--- config.mk ---
export PLATFORM = sky130hd
export DESIGN_NAME = mmx_mulmod
export DESIGN_NICKNAME = d
export VERILOG_FILES = /design/src/hw/rtl/mmx_pkg.sv /design/src/hw/rtl/mmx_mulmod.sv
export SDC_FILE = /design/constraint.sdc
export NUM_CORES = 2
export LEC_CHECK = 0
export ABC_AREA = 1
export ABC_CLOCK_PERIOD_IN_PS = 12000
export BUFFER_PORTS_ARGS = -buffer_cell sky130_fd_sc_hd__clkbuf_2
export CORE_ASPECT_RATIO = 1.5
export CORE_MARGIN = 4
export CORE_UTILIZATION = 32
export CTS_CLUSTER_SIZE = 20
export DETAILED_ROUTE_END_ITERATION = 12
export PLACE_DENSITY = 0.5
export SLEW_MARGIN = 0
export SYNTH_ARGS = -nofsm -noshare
export SYNTH_HDL_FRONTEND = slang
export SYNTH_SLANG_ARGS = --single-unit
export TNS_END_PERCENT = 100
--- constraint.sdc ---
create_clock -name i_clk -period 12 [get_ports i_clk]
set_input_delay 1.2 -clock i_clk [delete_from_list [all_inputs] [get_ports i_clk]]
set_output_delay 1.2 -clock i_clk [all_outputs]
set_load 0.02 [all_outputs]
--- src/hw/rtl/mmx_pkg.sv ---
// Package for the MIXMAX matrix generator: widths, reset values, register
// indexes and the Mersenne-61 helper functions.
// No dependencies.
package mmx_pkg;

    localparam int WORD_W      = 62;            // stored word, may exceed p slightly
    localparam int CFG_W       = 61;            // widest configuration register
    localparam int CFG_IDX_W   = 2;
    localparam int VEC_LEN_DEF = 240;
    localparam int SEED_W      = 8;

    localparam logic [60:0] P61 = 61'h1FFF_FFFF_FFFF_FFFF;

    // configuration register indexes
    localparam logic [CFG_IDX_W-1:0] CFG_SPECIAL_MODE  = 2'd0;
    localparam logic [CFG_IDX_W-1:0] CFG_SPECIAL_COEFF = 2'd1;
    localparam logic [CFG_IDX_W-1:0] CFG_ROTATE        = 2'd2;
    localparam logic [CFG_IDX_W-1:0] CFG_ITERATIONS    = 2'd3;

    // special term modes
    localparam logic [1:0] MODE_NONE   = 2'd0;
    localparam logic [1:0] MODE_NEGATE = 2'd1;
    localparam logic [1:0] MODE_MUL    = 2'd2;

    localparam logic [1:0]  RST_MODE  = MODE_MUL;
    localparam logic [60:0] RST_COEFF = 61'd487013230256099140;
    localparam logic [5:0]  RST_ROT   = 6'd51;
    localparam logic [1:0]  RST_ITERS = 2'd1;
    localparam logic [5:0]  ROT_MAX   = 6'd60;

    // partial fold: (x & p) + (x >> 61)
    function automatic logic [WORD_W-1:0] fold61(input logic [63:0] x);
        return {1'b0, x[60:0]} + {59'd0, x[63:61]};
    endfunction

    // 61-bit rotate left of a partial sum, r in 1..60
    function automatic logic [60:0] rot61(input logic [WORD_W-1:0] k, input logic [5:0] r);
        logic [63:0] hi_part;
        logic [63:0] lo_part;
        hi_part = ({2'b00, k} << r) & {3'b000, P61};
        lo_part = {2'b00, k} >> (7'd61 - {1'b0, r});
        return hi_part[60:0] | lo_part[60:0];
    endfunction

endpackage

--- src/hw/rtl/mmx_mulmod.sv ---
// Multi-cycle a*b mod 2^61-1 with partial folds, built from four 32x32
// partial products. Depends on mmx_pkg (fold61, widths).
module mmx_mulmod
    import mmx_pkg::*;
(
    input  logic              i_clk,
    input  logic              i_rst_n,
    input  logic              i_start,
    input  logic [60:0]       i_a,
    input  logic [WORD_W-1:0] i_b,
    output logic              o_done,
    output logic [WORD_W-1:0] o_result
);

    localparam int ACC_W = 123;   // 61 + 62 bit product

    localparam logic [1:0] M_IDLE = 2'd0;
    localparam logic [1:0] M_PP   = 2'd1;
    localparam logic [1:0] M_SUM  = 2'd2;
    localparam logic [1:0] M_FOLD = 2'd3;

    logic [1:0]        r_state;
    logic [2:0]        r_cnt;
    logic              r_ppv;
    logic [1:0]        r_pp_sel;
    logic [63:0]       r_pp;
    logic [60:0]       r_a;
    logic [WORD_W-1:0] r_b;
    logic [ACC_W-1:0]  r_acc;
    logic [63:0]       r_s;
    logic [WORD_W-1:0] r_res;
    logic              r_done;

    logic [31:0]      op_x;
    logic [31:0]      op_y;
    logic [ACC_W-1:0] pp_shifted;
    logic [63:0]      acc_lo;
    logic [58:0]      acc_hi;
    logic [63:0]      n_s;

    // cnt 0: al*bl, 1: al*bh, 2: ah*bl, 3: ah*bh
    assign op_x = r_cnt[1] ? {3'b000, r_a[60:32]} : r_a[31:0];
    assign op_y = r_cnt[0] ? {2'b00, r_b[61:32]} : r_b[31:0];

    always_comb begin
        case (r_pp_sel)
            2'd0:    pp_shifted = ACC_W'(r_pp);
            2'd3:    pp_shifted = ACC_W'(r_pp) << 64;
            default: pp_shifted = ACC_W'(r_pp) << 32;
        endcase
    end

    assign acc_lo = r_acc[63:0];
    assign acc_hi = r_acc[ACC_W-1:64];
    assign n_s    = {3'b000, acc_lo[60:0]} + {2'b00, acc_hi, 3'b000} + {61'd0, acc_lo[63:61]};

    always_ff @(posedge i_clk) begin
        if (!i_rst_n) begin
            r_state <= M_IDLE;
            r_done  <= 1'b0;
            r_ppv   <= 1'b0;
            r_cnt   <= 3'd0;
        end else begin
            r_done <= (r_state == M_FOLD);
            unique case (r_state)
                M_IDLE: begin
                    if (i_start) begin
                        r_a     <= i_a;
                        r_b     <= i_b;
                        r_acc   <= '0;
                        r_cnt   <= 3'd0;
                        r_ppv   <= 1'b0;
                        r_state <= M_PP;
                    end
                end
                M_PP: begin
                    if (r_cnt != 3'd4) begin
                        r_pp     <= {32'd0, op_x} * {32'd0, op_y};
                        r_pp_sel <= r_cnt[1:0];
                        r_cnt    <= r_cnt + 3'd1;
                    end
                    r_ppv <= (r_cnt != 3'd4);
                    if (r_ppv) begin
                        r_acc <= r_acc + pp_shifted;
                    end
                    if (r_cnt == 3'd4) begin
                        r_state <= M_SUM;
                    end
                end
                M_SUM: begin
                    r_s     <= n_s;
                    r_state <= M_FOLD;
                end
                M_FOLD: begin
                    r_res   <= fold61(r_s);
                    r_state <= M_IDLE;
                end
                default: r_state <= M_IDLE;
            endcase
        end
    end

    assign o_done   = r_done;
    assign o_result = r_res;

endmodule

==> impl_metrics.toml <==
[outcome]
outcome = "completed"

[timing]
final_max_slew_viol_count = 0
slew_headroom = 0.211
period_minus_slack_ps = 9450
setup_violations = 0
hold_viol = 0
setup_tns_ps = 0
worst_slew_pin_slew_ps = 1180
fin_crit_sh = 0.787
rsz0062_at_grt = "no"
clock.fmax_mhz = 106
skew_ps = 49.8

[layout]
multiInputGateArea_sq_mm = 0.0461
syn_to_final_growth_pct = 9.56
fin_util = 0.353
seqCellArea_sq_mm = 0.0133
drive_above_1_share = 0.0648
nets = 10800
fillCellCount = 22700

[synth]
synth_top_flop_cell = "edfxtp_1"
synth-edff-count = 437
ys_async_sr_fraction = 0
synth_top_cell_area_share = 0.265
syn_area_sq_mm = 0.0679
netlist_instances = 9168
synthesis.nets = 10600
yosysMostFrequentCell = "nand2_1"
synth.distinct_cells = 59
syn_avg_cell_area_sq_um = 7.41
ys_ff_latch = 444
yosysWarningCount = 0
yosysTopAreaCell = "fa_1"
yosys-top-cells-count = "nand2_1, inv_1, nor2_1"
yosysSeqAreaShare = 0.195
synthTopCellsByArea = "fa_1, edfxtp_1, nand2_1, inv_1, ha_1"

[floorplan]
initial_core_util = 0.323
dieArea_sq_mm = 0.220
pin_count = 189
die_w_microns = 384
coreArea_sq_mm = 0.211
placementRows = 206
die_h_microns = 572

[critical_path]
cp-start-kind = "register"
cp_slowest_cell = "dfxtp_2"
regToRegSetupSlack_ps = 2550
arrival_ps = 9910
critPathKind = "register to register"
crit_path_max_incr_delay_ps = 680
critPathRequiredTime_ps = 12460
path_max_fanout = 33
end_kind = "register"
cpMostUsedCell = "fa_1"

[clock_tree]
post_cts_buffers = 0
cts_tree = "built"
cts.hold.buffers_added = 0
cts.path.max_buffers = 3
cts_buffers = 56
clockRootBuffer = "clkbuf_16"
cts.htree.levels = 2
clock_latency_ps = 780
cts_resized = 0
clk_pin_slew_ps = 70
clkSinkCount = 444

[worst_hold_path]
hold_path.class = "register to register"

[grt]
grt_use_total = 0.316
grt_pass1_wl_microns = 480000
antenna_found_initial = 9
grt_pass1_vias = 64800
grt_max_degree = 98
gr-total-overflow = 0

[routing]
vias = 60200
drt_wl_total_microns = 348000
first_iter_violations = 3837
wire_per_inst_microns = 28.6
drc = 0
vias_per_cell = 4.95
antenna_left = 0
firstDrtPassIters = 6

[run]
maxCapViolations = 0

[placed_design]
io_buffers = 188
place_congestion = 1.01
dp_hpwl_microns = 297000
==> final cells by class <==
cell class / count / share of cell area
multi-input combinational: 6397 / 0.619
sequential: 444 / 0.178
inverter: 2129 / 0.107
tap: 2808 / 0.0472
timing repair buffer: 277 / 0.0221
clock buffer: 61 / 0.0194
clock inverter: 44 / 0.00602
antenna: 12 / 0.000404
==> metal layers <==
| layer | track usage | part of all wire | vias to the layer above |
|---|---|---|---|
| li1 | - | - | 27900 |
| met1 | 0.271 | 0.29 | 29300 |
| met2 | 0.605 | 0.53 | 2103 |
| met3 | 0.0378 | 0.042 | 956 |
| met4 | 0.328 | 0.13 | 2 |
| met5 | 0 | 0.000037 | - |
==> path summary, 6_finish.rpt <==
path	startpoint	depth (start not counted)	end
setup / recovery	r_cnt[0]	27	r_pp[49]
hold / removal	r_ppv	2	r_ppv
setup reg to reg	r_cnt[0]	27	r_pp[49]
hold reg to reg	r_ppv	2	r_ppv
==> stage by stage <==
| step | hold WS (ps) | instances | instance area [sq um] | setup slack [ps] |
|---|---|---|---|---|
| final | 467 | 12200 | 74400 | 2550 |
| after global routing | 505 | 12200 | 74400 | 2080 |
| after CTS | 468 | 12200 | 74400 | 2530 |
| after detailed placement | 454 | 12100 | 72500 | 2600 |
| after global placement | 441 | 12100 | 72500 | 2460 |
| after floorplan | 428 | 9168 | 67900 | 4850 |
==> layout by cell type (no fill, tap or decap), types with 7 or more instances in the layout <==
cell	n
nand2_1	2323
inv_1	2070
nor2_1	1315
fa_1	899
ha_1	455
edfxtp_1	437
a21oi_1	368
nand3_1	199
clkbuf_2	188
o21ai_0	170
xor2_1	107
buf_4	87
o22ai_1	64
clkbuf_16	56
or2_2	54
inv_2	47
nor3_1	47
o21ai_2	46
xnor2_1	44
nand4_1	39
o21bai_1	33
nor2_2	26
nor4_1	22
a21o_1	20
clkinv_1	19
o21a_1	19
a31oi_1	18
and2_1	18
o21ai_1	16
diode_2	12
nand3_2	11
clkinvlp_4	11
nor2_4	10
clkinv_2	10
o21ai_4	9
nor3_2	9
nand3b_1	7
==> registers in the layout, indices dropped and copies added (netlist names) <==
signal and cells:
r_ppv 1, r_b 62, o_done 1, r_a 61, o_result 62, r_acc 123
r_pp 64, r_pp_sel 2, r_s 63, r_state 2, r_cnt 3
==> worst max-delay path, delay by kind of cell, from the launching register on <==
kind,cells,cell delay (ps)
AO/OA/AOI/OAI,1,60
XOR/XNOR,1,140
adder cells (fa/ha/maj),9,4250
buffers and inverters,8,1740
flip-flops,1,680
AND/OR/NAND/NOR,8,2200
==> kinds of logic (layout without fill, tap and decap cells) <==
family	count (synthesis)	after routing	synth area share
AND/OR/NAND/NOR	4112	4112	0.243
buffers and inverters	2327	2511	0.129
adder cells (fa/ha/maj)	1355	1355	0.349
AO/OA/AOI/OAI	779	779	0.0639
flip-flops	444	444	0.195
XOR/XNOR	151	151	0.0195
other	0	12	0
Power is not shown: default switching activity piles up to over one toggle a cycle in this logic, so the estimate is an artifact.
